## src/design/spq_pkg.sv

```systemverilog
// spq_pkg: types, codes and sizes shared by the sorted priority queue files
// depends on nothing; imported by spq_if.sv, spq_cell.sv, spq_out_buf.sv and the top level
package spq_pkg;

	localparam int CAPACITY = 16;
	localparam int DATA_W   = 32;
	localparam int OCC_W    = 5;
	localparam int CNT_W    = $clog2(CAPACITY + 1);

	typedef enum logic [0:0] {
		OP_INSERT = 1'b0,
		OP_REMOVE = 1'b1
	} op_t;

	typedef enum logic [1:0] {
		ST_INSERTED = 2'd0,
		ST_REMOVED  = 2'd1,
		ST_EMPTY    = 2'd2,
		ST_FULL     = 2'd3
	} status_t;

	// one slot of the sorted row
	typedef struct packed {
		logic                     valid;
		logic signed [DATA_W-1:0] value;
		logic signed [DATA_W-1:0] rank;
	} entry_t;

	// command broadcast to every cell in a cycle
	typedef struct packed {
		logic                     ins;
		logic                     rem;
		logic signed [DATA_W-1:0] value;
		logic signed [DATA_W-1:0] rank;
	} cmd_t;

	typedef struct packed {
		logic signed [DATA_W-1:0] removed_value;
		status_t                  status;
		logic [OCC_W-1:0]         occupancy;
		logic                     queue_empty;
	} result_t;

endpackage

```

## src/design/spq_if.sv

```systemverilog
// spq_in_if / spq_out_if: valid/ready channels of the sorted priority queue
// depends on spq_pkg
interface spq_in_if
	import spq_pkg::*;
();
	logic                     valid;
	logic                     ready;
	op_t                      operation;
	logic signed [DATA_W-1:0] item_value;
	logic signed [DATA_W-1:0] item_rank;

	modport source (output valid, operation, item_value, item_rank, input ready);
	modport sink (input valid, operation, item_value, item_rank, output ready);
endinterface

interface spq_out_if
	import spq_pkg::*;
();
	logic                     valid;
	logic                     ready;
	logic signed [DATA_W-1:0] removed_value;
	status_t                  status;
	logic [OCC_W-1:0]         occupancy;
	logic                     queue_empty;

	modport source (output valid, removed_value, status, occupancy, queue_empty, input ready);
	modport sink (input valid, removed_value, status, occupancy, queue_empty, output ready);
endinterface

```

## src/design/spq_cell.sv

```systemverilog
// spq_cell: one slot of the sorted row; shifts right on insert, left on remove
// depends on spq_pkg
module spq_cell
	import spq_pkg::*;
(
	input  logic   clk,
	input  logic   arst_n,
	input  cmd_t   cmd,
	input  entry_t left,
	input  logic   left_place,
	input  entry_t right,
	output entry_t slot,
	output logic   place
);

	entry_t slot_q;
	entry_t nxt;

	// new item belongs at or before this slot: slot empty or its rank strictly larger
	assign place = !slot_q.valid || (slot_q.rank > cmd.rank);

	always_comb begin
		nxt = slot_q;
		if (cmd.rem) begin
			nxt = right;
		end else if (cmd.ins) begin
			if (left_place) begin
				nxt = left;
			end else if (place) begin
				nxt.valid = 1'b1;
				nxt.value = cmd.value;
				nxt.rank  = cmd.rank;
			end
		end
	end

	always_ff @(posedge clk or negedge arst_n) begin
		if (!arst_n) begin
			slot_q <= '0;
		end else begin
			slot_q <= nxt;
		end
	end

	assign slot = slot_q;

endmodule

```

## src/design/spq_out_buf.sv

```systemverilog
// spq_out_buf: two-deep result buffer between the cell row and the output channel
// depends on spq_pkg and spq_out_if
module spq_out_buf
	import spq_pkg::*;
(
	input  logic      clk,
	input  logic      arst_n,
	input  logic      push,
	input  result_t   din,
	output logic      can_push,
	spq_out_if.source results
);

	result_t d0_q, d1_q;
	logic    v0_q, v1_q;
	logic    pop;

	assign can_push = !v1_q;
	assign pop      = v0_q && results.ready;

	always_ff @(posedge clk or negedge arst_n) begin
		if (!arst_n) begin
			v0_q <= 1'b0;
			v1_q <= 1'b0;
		end else begin
			if (pop) begin
				if (v1_q) begin
					v1_q <= push;
				end else begin
					v0_q <= push;
				end
			end else if (push) begin
				if (!v0_q) begin
					v0_q <= 1'b1;
				end else begin
					v1_q <= 1'b1;
				end
			end
		end
	end

	always_ff @(posedge clk) begin
		if (pop) begin
			if (v1_q) begin
				d0_q <= d1_q;
				if (push) begin
					d1_q <= din;
				end
			end else if (push) begin
				d0_q <= din;
			end
		end else if (push) begin
			if (!v0_q) begin
				d0_q <= din;
			end else begin
				d1_q <= din;
			end
		end
	end

	assign results.valid         = v0_q;
	assign results.removed_value = d0_q.removed_value;
	assign results.status        = d0_q.status;
	assign results.occupancy     = d0_q.occupancy;
	assign results.queue_empty   = d0_q.queue_empty;

endmodule

```

## src/design/sorted_priority_queue_top.sv

```systemverilog
// sorted_priority_queue_top: stable min-priority queue built as a row of sorting cells
// depends on spq_pkg, spq_if, spq_cell, spq_out_buf
//
// Takes one insert or remove beat per clock while input ready is high and returns one result
// beat for each. Entries sit in a row of CAPACITY cells kept sorted by signed rank, lowest at
// the head; equal ranks keep arrival order. Every cell compares its rank with the incoming one
// and all cells shift together at the edge that takes the beat; that same edge writes the result
// into the output buffer. The two-deep output buffer lets items keep flowing while a result
// waits; input ready drops only when both buffer slots hold results. No clearing pass is needed
// after reset. A remove on an empty queue reports the empty status with value 0, and an insert
// into a full queue is rejected with the full status.
module sorted_priority_queue_top
	import spq_pkg::*;
(
	input  logic      clk,
	input  logic      arst_n,
	spq_in_if.sink    items,
	spq_out_if.source results
);

	entry_t               slots [CAPACITY];
	logic [CAPACITY-1:0]  places;
	logic [CAPACITY-1:0]  valids;
	logic [CNT_W-1:0]     count_q;
	logic [CNT_W-1:0]     count_nxt;
	logic                 accept;
	logic                 can_push;
	logic                 is_empty;
	logic                 is_full;
	cmd_t                 cmd;
	result_t              res;

	localparam entry_t EMPTY_ENTRY = '0;

	assign is_empty = !slots[0].valid;
	assign is_full  = slots[CAPACITY-1].valid;

	assign items.ready = can_push;
	assign accept      = items.valid && can_push;

	assign cmd.ins   = accept && (items.operation == OP_INSERT) && !is_full;
	assign cmd.rem   = accept && (items.operation == OP_REMOVE) && !is_empty;
	assign cmd.value = items.item_value;
	assign cmd.rank  = items.item_rank;

	genvar i;
	generate
		for (i = 0; i < CAPACITY; i++) begin : g_cell
			entry_t left_e, right_e;
			logic   left_p;
			if (i == 0) begin : g_head
				assign left_e = EMPTY_ENTRY;
				assign left_p = 1'b0;
			end else begin : g_mid
				assign left_e = slots[i-1];
				assign left_p = places[i-1];
			end
			if (i == CAPACITY - 1) begin : g_tail
				assign right_e = EMPTY_ENTRY;
			end else begin : g_body
				assign right_e = slots[i+1];
			end
			spq_cell u_cell (
				.clk        (clk),
				.arst_n     (arst_n),
				.cmd        (cmd),
				.left       (left_e),
				.left_place (left_p),
				.right      (right_e),
				.slot       (slots[i]),
				.place      (places[i])
			);
			assign valids[i] = slots[i].valid;
		end
	endgenerate

	always_comb begin
		count_nxt = count_q;
		if (cmd.ins) begin
			count_nxt = count_q + CNT_W'(1);
		end else if (cmd.rem) begin
			count_nxt = count_q - CNT_W'(1);
		end
	end

	always_ff @(posedge clk or negedge arst_n) begin
		if (!arst_n) begin
			count_q <= '0;
		end else begin
			count_q <= count_nxt;
		end
	end

	always_comb begin
		res.removed_value = '0;
		res.occupancy     = OCC_W'(count_nxt);
		res.queue_empty   = (count_nxt == '0);
		if (items.operation == OP_REMOVE) begin
			if (is_empty) begin
				res.status = ST_EMPTY;
			end else begin
				res.status        = ST_REMOVED;
				res.removed_value = slots[0].value;
			end
		end else begin
			res.status = is_full ? ST_FULL : ST_INSERTED;
		end
	end

	spq_out_buf u_out_buf (
		.clk      (clk),
		.arst_n   (arst_n),
		.push     (accept),
		.din      (res),
		.can_push (can_push),
		.results  (results)
	);

	// count tracks the number of occupied cells
	a_count_matches: assert property (@(posedge clk) disable iff (!arst_n)
		32'(count_q) == $countones(valids))
		else $error("entry count differs from occupied cells");

	// occupied cells form a prefix of the row
	a_valid_prefix: assert property (@(posedge clk) disable iff (!arst_n)
		((valids >> 1) & ~valids) == '0)
		else $error("hole in the cell row");

	// head rank never exceeds the second cell's rank
	a_head_sorted: assert property (@(posedge clk) disable iff (!arst_n)
		valids[1] |-> (slots[0].rank <= slots[1].rank))
		else $error("head of row out of order");

	// a successful remove shrinks the queue by one
	a_remove_dec: assert property (@(posedge clk) disable iff (!arst_n)
		cmd.rem |=> (count_q == $past(count_q) - CNT_W'(1)))
		else $error("remove did not decrement count");

	// a rejected insert leaves the count alone
	a_full_hold: assert property (@(posedge clk) disable iff (!arst_n)
		(accept && items.operation == OP_INSERT && is_full) |=> $stable(count_q))
		else $error("rejected insert changed count");

endmodule

```

## src/flat_wrapper.sv

```systemverilog
// flat-port wrapper written by rule: the top's interface ports become plain ports
module sorted_priority_queue_top_flat import spq_pkg::*;
  (clk, arst_n, items_valid, items_operation, items_item_value, items_item_rank, items_ready, results_valid, results_removed_value, results_status, results_occupancy, results_queue_empty, results_ready);
  spq_in_if items_i ();
  spq_out_if results_i ();
  input  logic clk;
  input  logic arst_n;
  input wire logic [$bits(items_i.valid)-1:0] items_valid;
  input wire logic [$bits(items_i.operation)-1:0] items_operation;
  input wire logic [$bits(items_i.item_value)-1:0] items_item_value;
  input wire logic [$bits(items_i.item_rank)-1:0] items_item_rank;
  output wire logic [$bits(items_i.ready)-1:0] items_ready;
  output wire logic [$bits(results_i.valid)-1:0] results_valid;
  output wire logic [$bits(results_i.removed_value)-1:0] results_removed_value;
  output wire logic [$bits(results_i.status)-1:0] results_status;
  output wire logic [$bits(results_i.occupancy)-1:0] results_occupancy;
  output wire logic [$bits(results_i.queue_empty)-1:0] results_queue_empty;
  input wire logic [$bits(results_i.ready)-1:0] results_ready;
  assign items_i.valid = items_valid;
  assign items_i.operation = items_operation;
  assign items_i.item_value = items_item_value;
  assign items_i.item_rank = items_item_rank;
  assign items_ready = items_i.ready;
  assign results_valid = results_i.valid;
  assign results_removed_value = results_i.removed_value;
  assign results_status = results_i.status;
  assign results_occupancy = results_i.occupancy;
  assign results_queue_empty = results_i.queue_empty;
  assign results_i.ready = results_ready;
  sorted_priority_queue_top u_core (.clk(clk), .arst_n(arst_n), .items(items_i), .results(results_i));
endmodule
```

## config.mk

```make
export PLATFORM = sky130hd
export DESIGN_NAME = sorted_priority_queue_top_flat
export DESIGN_NICKNAME = d
export VERILOG_FILES = /design/src/design/spq_pkg.sv /design/src/design/spq_if.sv /design/src/design/spq_cell.sv /design/src/design/spq_out_buf.sv /design/src/design/sorted_priority_queue_top.sv /design/src/flat_wrapper.sv
export SDC_FILE = /design/constraint.sdc
export NUM_CORES = 2
export LEC_CHECK = 0
export CAP_MARGIN = 20
export CELL_PAD_IN_SITES_DETAIL_PLACEMENT = 1
export CELL_PAD_IN_SITES_GLOBAL_PLACEMENT = 1
export CORE_UTILIZATION = 35
export DETAILED_ROUTE_END_ITERATION = 10
export DONT_BUFFER_PORTS = 1
export GPL_TIMING_DRIVEN = 0
export MAX_ROUTING_LAYER = met4
export PLACE_DENSITY_LB_ADDON = 0.1
export SLEW_MARGIN = 10
export SYNTH_ARGS = -nofsm -noshare
export SYNTH_HDL_FRONTEND = slang
export SYNTH_SLANG_ARGS = --single-unit
```

## constraint.sdc

```tcl
create_clock -name clk -period 4.4 [get_ports clk]
set_input_delay 0.88 -clock clk [delete_from_list [all_inputs] [get_ports clk]]
set_output_delay 0.88 -clock clk [all_outputs]
set_load 0.005 [all_outputs]
```

== Word level (Yosys, flattened, before mapping) ==
Index checks and enable logic that the tools add are counted.
Word-level totals
  bits of input ports: 69
  register bits: 1127
  logic and storage cells: 247
  output and inout bits: 42
Operators by class
  mux-type cells: 86
  magnitude comparators: 16
  equality and inequality tests: 3
  bitwise logic cells: 1
  reduce and logical (&&, ||, !) cells: 80
  add/subtract/negate cells: 2
Operators with widths (number)
  65-bit two-way mux: 63
  32-bit > comparator: 16
  40-bit two-way mux: 9
  32-bit two-way mux: 2
  3-bit nonzero test: 15
  2-bit AND reduction: 18
  1-bit logical NOT: 17
  1-bit logical OR: 16
  5-bit two-way mux: 2
  2-bit nonzero test: 5
  1-bit two-way mux: 7
  1-bit logical AND: 6
  2-bit two-way mux: 3
  3-bit AND reduction: 2
  5-bit by 1-bit adder with 5-bit output (second input constant): 1
  5-bit logical NOT: 1
  5-bit by 1-bit subtractor with 5-bit output (second input constant): 1
  2-bit != test (second input constant): 2
  2-bit by 1-bit != test with 1-bit output (second input constant): 1
  1-bit inverter: 1

== Depth between registers and ports, before layout ==
  depth in word-level cells: 10
  mapped depth: 13
  gate-level depth less buffers: 10

== By module ==
Synthesis repeated with hierarchy kept, for this count alone.
Second synthesis, totals
  cell total of the unflattened synthesis: 9615
  area total of the unflattened synthesis: 82999.6 µm²
By module, submodules not included
  spq_cell at u_core.g_cell[0].u_cell ...: sequential area each 1626.6 µm², instances 12, cells each 600, area an instance 5062.4 µm²
  spq_cell at u_core.g_cell[6].u_cell ...: sequential area each 1626.6 µm², instances 4, cells each 550, area an instance 4658.2 µm²
  spq_out_buf: sequential area each 2452.4 µm², instances 1, cells each 137, area an instance 2982.9 µm²
  sorted_priority_queue_top: sequential area each 125.1 µm², instances 1, cells each 78, area an instance 635.6 µm²

== Worst setup path before layout ==
Ideal clock, no wire load.
  kind: input -> register
  start point: input items_item_rank[5]
  end point: register u_core.g_cell[8].u_cell.slot_q (netlist bit u_core.g_cell[8].u_cell.slot[0])
  stages on the path: 13
  arrival time: 3.809 ns
  required time: 4.275 ns
  setup slack: 0.466 ns
  library setup time: 0.125 ns
  buffers on the path: 3
  cell sequence: inv_1 -> ha_1 -> a21oi_1 -> o21ai_1 -> a221oi_1 -> nor3b_2 -> a2111oi_1 -> buf_2 -> nor2_1 -> o41ai_2 -> buf_4 -> buf_6 -> mux2_2
On the way
  cells in the longest elaborated chain, start to end: 5
  elaborated cells between the ends (all ways): 9
  those cells by class: order compare (2); mux (3); reduce/logical (4)
Ends and longest elaborated chain
  start: declaration: RTL line flat_wrapper.sv:11  | input wire logic [$bits(items_i.item_rank)-1:0] items_item_rank;
  32-bit > comparator: RTL line spq_cell.sv:20  | assign place = !slot_q.valid || (slot_q.rank > cmd.rank);
  1-bit logical OR: RTL line spq_cell.sv:20
  65-bit two-way mux: RTL line spq_cell.sv:27  | if (left_place) begin
  65-bit two-way mux: RTL line spq_cell.sv:26  | end else if (cmd.ins) begin
  65-bit two-way mux: RTL line spq_cell.sv:24  | if (cmd.rem) begin
  end signal: assignment: RTL line spq_cell.sv:41  | slot_q <= nxt;
  end: declaration: RTL line spq_cell.sv:16  | entry_t slot_q;
Parallel ways exist; a longest one is shown, timed or not. The select of a mux whose other input is x is not followed.
A chain may end at the register's enable or synchronous reset.

== Worst setup path in the final report ==
  start point: input items_item_rank[30]
  end point: register u_core.g_cell[14].u_cell.slot_q (netlist bit u_core.g_cell[14].u_cell.slot[46])
On the way
  cells in the longest elaborated chain, start to end: 5
  elaborated cells between the ends (all ways): 9
  those cells by class: order compare (2); mux (3); reduce/logical (4)
Ends and longest elaborated chain (RTL line)
  32-bit > comparator: spq_cell.sv:20
  1-bit logical OR: spq_cell.sv:20
  65-bit two-way mux: spq_cell.sv:27
  65-bit two-way mux: spq_cell.sv:26
  65-bit two-way mux: spq_cell.sv:24
  end signal: assignment: spq_cell.sv:41
  end: declaration: spq_cell.sv:16
Parallel ways exist; a longest one is shown, timed or not. The select of a mux whose other input is x is not followed.

==> impl_metrics.yaml <==
run_status:
  outcome: "complete, but fails checks"
  violations: "hold timing, setup timing"
power_and_ir_drop:
  p_seq_share_pct: 28.3
  pwr-share-clk_pct: 17.0
  switchingPower_mw: 36.88
  leakagePower_nw: 39.13
  pwr-share-comb_pct: 54.7
  ir_worst_vdd_mv: 0.5058
  sw_frac_of_total_pct: 48.54
  power_density_nw_per_um2: 867.9
  p_int_mw: 39.10
setup_path:
  cp.buffers_inverters: 4
  critPathKind: "in -> reg"
  crit_path_cell_trace: "inv_2 > ha_1 > nand4_1 > nor3_1 > a211oi_1 > o21ai_0 > buf_4 > a32oi_2 > nand2_4 > a21oi_2 > buf_2 > clkdlybuf4s18_2 > o32ai_1"
  reg2reg_slack_ns: -0.10
  r2r-end: "u_core.g_cell[9].u_cell.slot[56]"
  critical-path-top-delay-family: "buffers and inverters"
  ff2ff_path_depth: 11
  rr_startpoint: "u_core.g_cell[8].u_cell.slot[31]"
  cpPeakStageDelay_ns: 0.58
  cp-start-kind: "input pin"
  critPathMaxFanout: 18
  end_kind: "flop"
  crit_slowest_cell: "inv_2"
  arrival_ns: 5.19
  required_ns: 5.07
sta:
  post-route-period-util_pct: 102.5
  finalWorstSetupSlack_ns: -0.1116
  hold_viol: 8
  period_minus_slack_ns: 4.512
  fmax_mhz: 221.7
  slew_violations: 0
  finalClockSkew_ns: 0.03290
  setup_viol: 139
  maxSlewHeadroom_pct: 17.39
  worst_pin_slew_ns: 1.239
  whs_ns: -0.03151
synth:
  syn_area_um2: 75820
  synth_seq_cells: 1127
  netlist_instances: 8317
  netlist-cell-type-count: 82
  yosys_most_used_dff: "dfrtp_1"
  syn_nets: 8868
  seq_area_frac_synth_pct: 37.73
  yosys_warnings: 0
  syn_area_per_cell_um2: 9.116
  synth-edff-count: 80
  synthArstFlopShare_pct: 92.90
routing:
  drc: 0
  dr.pass1.iters: 5
  routedWlPerCell_um: 35.61
  drtIter0Drc: 6812
  postRouteAntennaNets: 0
  vias: 72900
  drt-vias-per-instance: 6.268
  totalWireLength_um: 414200
final_layout:
  mostFrequentLayoutCell: "nor2_1"
  final.fill_count: 24790
  layout-drive-gt1-share_pct: 14.12
  most-common-layout-cells: "nor2_1, dfrtp_1, a21oi_1"
  nets: 9194
  syn2layout_area_growth_pct: 15.48
  fin_area_um2: 87550
die:
  die_y_um: 467.4
  io_pins: 111
  dieArea_um2: 218500
  core_um2: 214800
  start_util_pct: 35.29
  die_w_um: 467.4
  placementRows: 170
run:
  cap_violations: 0
grt:
  grt_pass1_vias: 75320
  grt_util_all_layers_pct: 38.38
  grt.overflow.total: 0
  grt_max_degree: 210
  antenna_found_initial: 48
  grt_pass1_wl_um: 579600
clock_network:
  clock_path_buffers: 3
  htreeDepth: 4
  cts_tree: "yes"
  clkTransAtPathRegs_ns: 0.06
  clk-insertion-delay-late_ns: 0.83
  clk_root_buffer_cell: "clkbuf_16"
  cts_made_buffers: 149
  cts.sinks: 1127
placement:
  dpl-instance-area_um2: 80680
  dp_hpwl_um: 316200
  port_buffers: 0
  place_congestion: 0.9761
min_path:
  hold_class: "in -> async"
[routing by layer]
metal  global-route usage, %  wire (um)
met3                   7.583      31150
met1                   48.62     174900
met2                   57.14     182000
met5                       -          0
met4                   21.27      26110
[worst max-delay path by stage]
stage,from,endpoint,cells past startpoint
3_3_place_gp,items_item_rank[29],u_core.g_cell[14].u_cell.slot[54],11
5_1_grt,items_item_rank[16],u_core.g_cell[8].u_cell.slot[44],14
3_5_place_dp,items_item_rank[27],u_core.g_cell[12].u_cell.slot[60],12
4_1_cts,u_core.g_cell[2].u_cell.slot[31],u_core.g_cell[3].u_cell.slot[60],11
2_1_floorplan,items_item_rank[5],u_core.g_cell[8].u_cell.slot[0],13
6_report,items_item_rank[30],u_core.g_cell[14].u_cell.slot[46],13
[Yosys cell counts (40+ instances only)]
cell       instances  share of area, %
nor2_1          1320               6.5
dfrtp_1         1047                35
a21oi_1          621               4.1
clkbuf_1         580               2.9
mux2i_1          578               7.6
ha_1             482               8.0
mux2_2           469               7.0
nand2_1          463               2.3
o21ai_0          390               2.6
inv_1            212               1.0
nand3_1          207               1.4
a32o_1           197               2.6
nor3_1           187               1.2
a31oi_1          171               1.4
a221oi_1         134               1.5
a211oi_1         117               1.2
o221ai_1         101               1.2
nand4_1           96              0.79
buf_2             86              0.57
edfxtp_1          80               3.2
o2bb2ai_1         70              0.81
o211a_1           65              0.86
o32ai_1           64              0.74
and3_1            51              0.42
buf_1             47              0.23
nand2b_1          42              0.35
o31ai_1           41              0.41
and2_1            40              0.33
[logic make-up (layout without fill, tap and decap cells)]
group                    count (synthesis)  after routing  synth area share [%]
other                                    0             33                     0
multiplexers                          1093           1093                 15.33
buffers and inverters                  969           1412                 5.317
AO/OA/AOI/OAI                         2160           2160                 19.58
flip-flops                            1127           1127                 37.73
AND/OR/NAND/NOR                       2482           2482                 14.05
adder cells (fa/ha/maj)                482            482                 7.955
XOR/XNOR                                 4              4               0.04622
[area by class of cell]
cell class	instances	area, um2	share of cell area [%]
Multi-Input combinational cell	6221	43580	49.77
Sequential cell	1127	28610	32.67
Clock buffer	212	4352	4.971
Tap cell	2838	3551	4.056
Buffer	749	3505	4.003
Timing Repair Buffer	183	2341	2.674
Inverter	212	898.4	1.026
Clock inverter	56	636.9	0.7274
Antenna cell	33	82.58	0.09432
[repair_timing]
item,in CTS,in global routing
setup endpoints to repair,1032,363
pin swaps,6,1
hold buffers,1,0
gates resized for setup,166,49
hold endpoints to repair,1,0
buffers inserted,111,12
[power groups by stage]
stage,combinational [mW],clock (mW),sequential (mW)
6_report,41.6,12.9,21.5
5_1_grt,44.1,13.3,21.9
4_1_cts,40.8,13.0,21.2
3_5_place_dp,40.2,0,21.3
3_3_place_gp,38.3,0,21.2
2_1_floorplan,26.4,0,18.7
[sequential cells by signal, summed over array words and instances, names as in the netlist]
signal	cells
u_core.g_cell.u_cell.slot	1040
u_core.u_out_buf.d1_q	40
u_core.u_out_buf.results.removed_value	32
u_core.count_q	5
u_core.u_out_buf.results.occupancy	5
u_core.u_out_buf.results.status	2
u_core.u_out_buf.results.queue_empty	1
u_core.u_out_buf.results.valid	1
u_core.u_out_buf.v1_q	1
[metrics by stage]
step | instances | TNS [ns] | total power, mW | util, % | setup WS, ns
2_1_floorplan | 8317 | 0 | 45.06 | - | 0.4662
3_3_place_gp | 11160 | -2907.37 | 59.51 | 36.94 | -4.195
3_5_place_dp | 11210 | -1934.64 | 61.52 | 37.56 | -3.199
4_1_cts | 11580 | 0 | 74.95 | 40.62 | 0.0006386
5_1_grt | 11630 | -0.3324 | 79.39 | 40.74 | -0.05059
6_report | 11630 | -5.685 | 75.99 | 40.75 | -0.1116
Power figures use the tool's default switching activity.
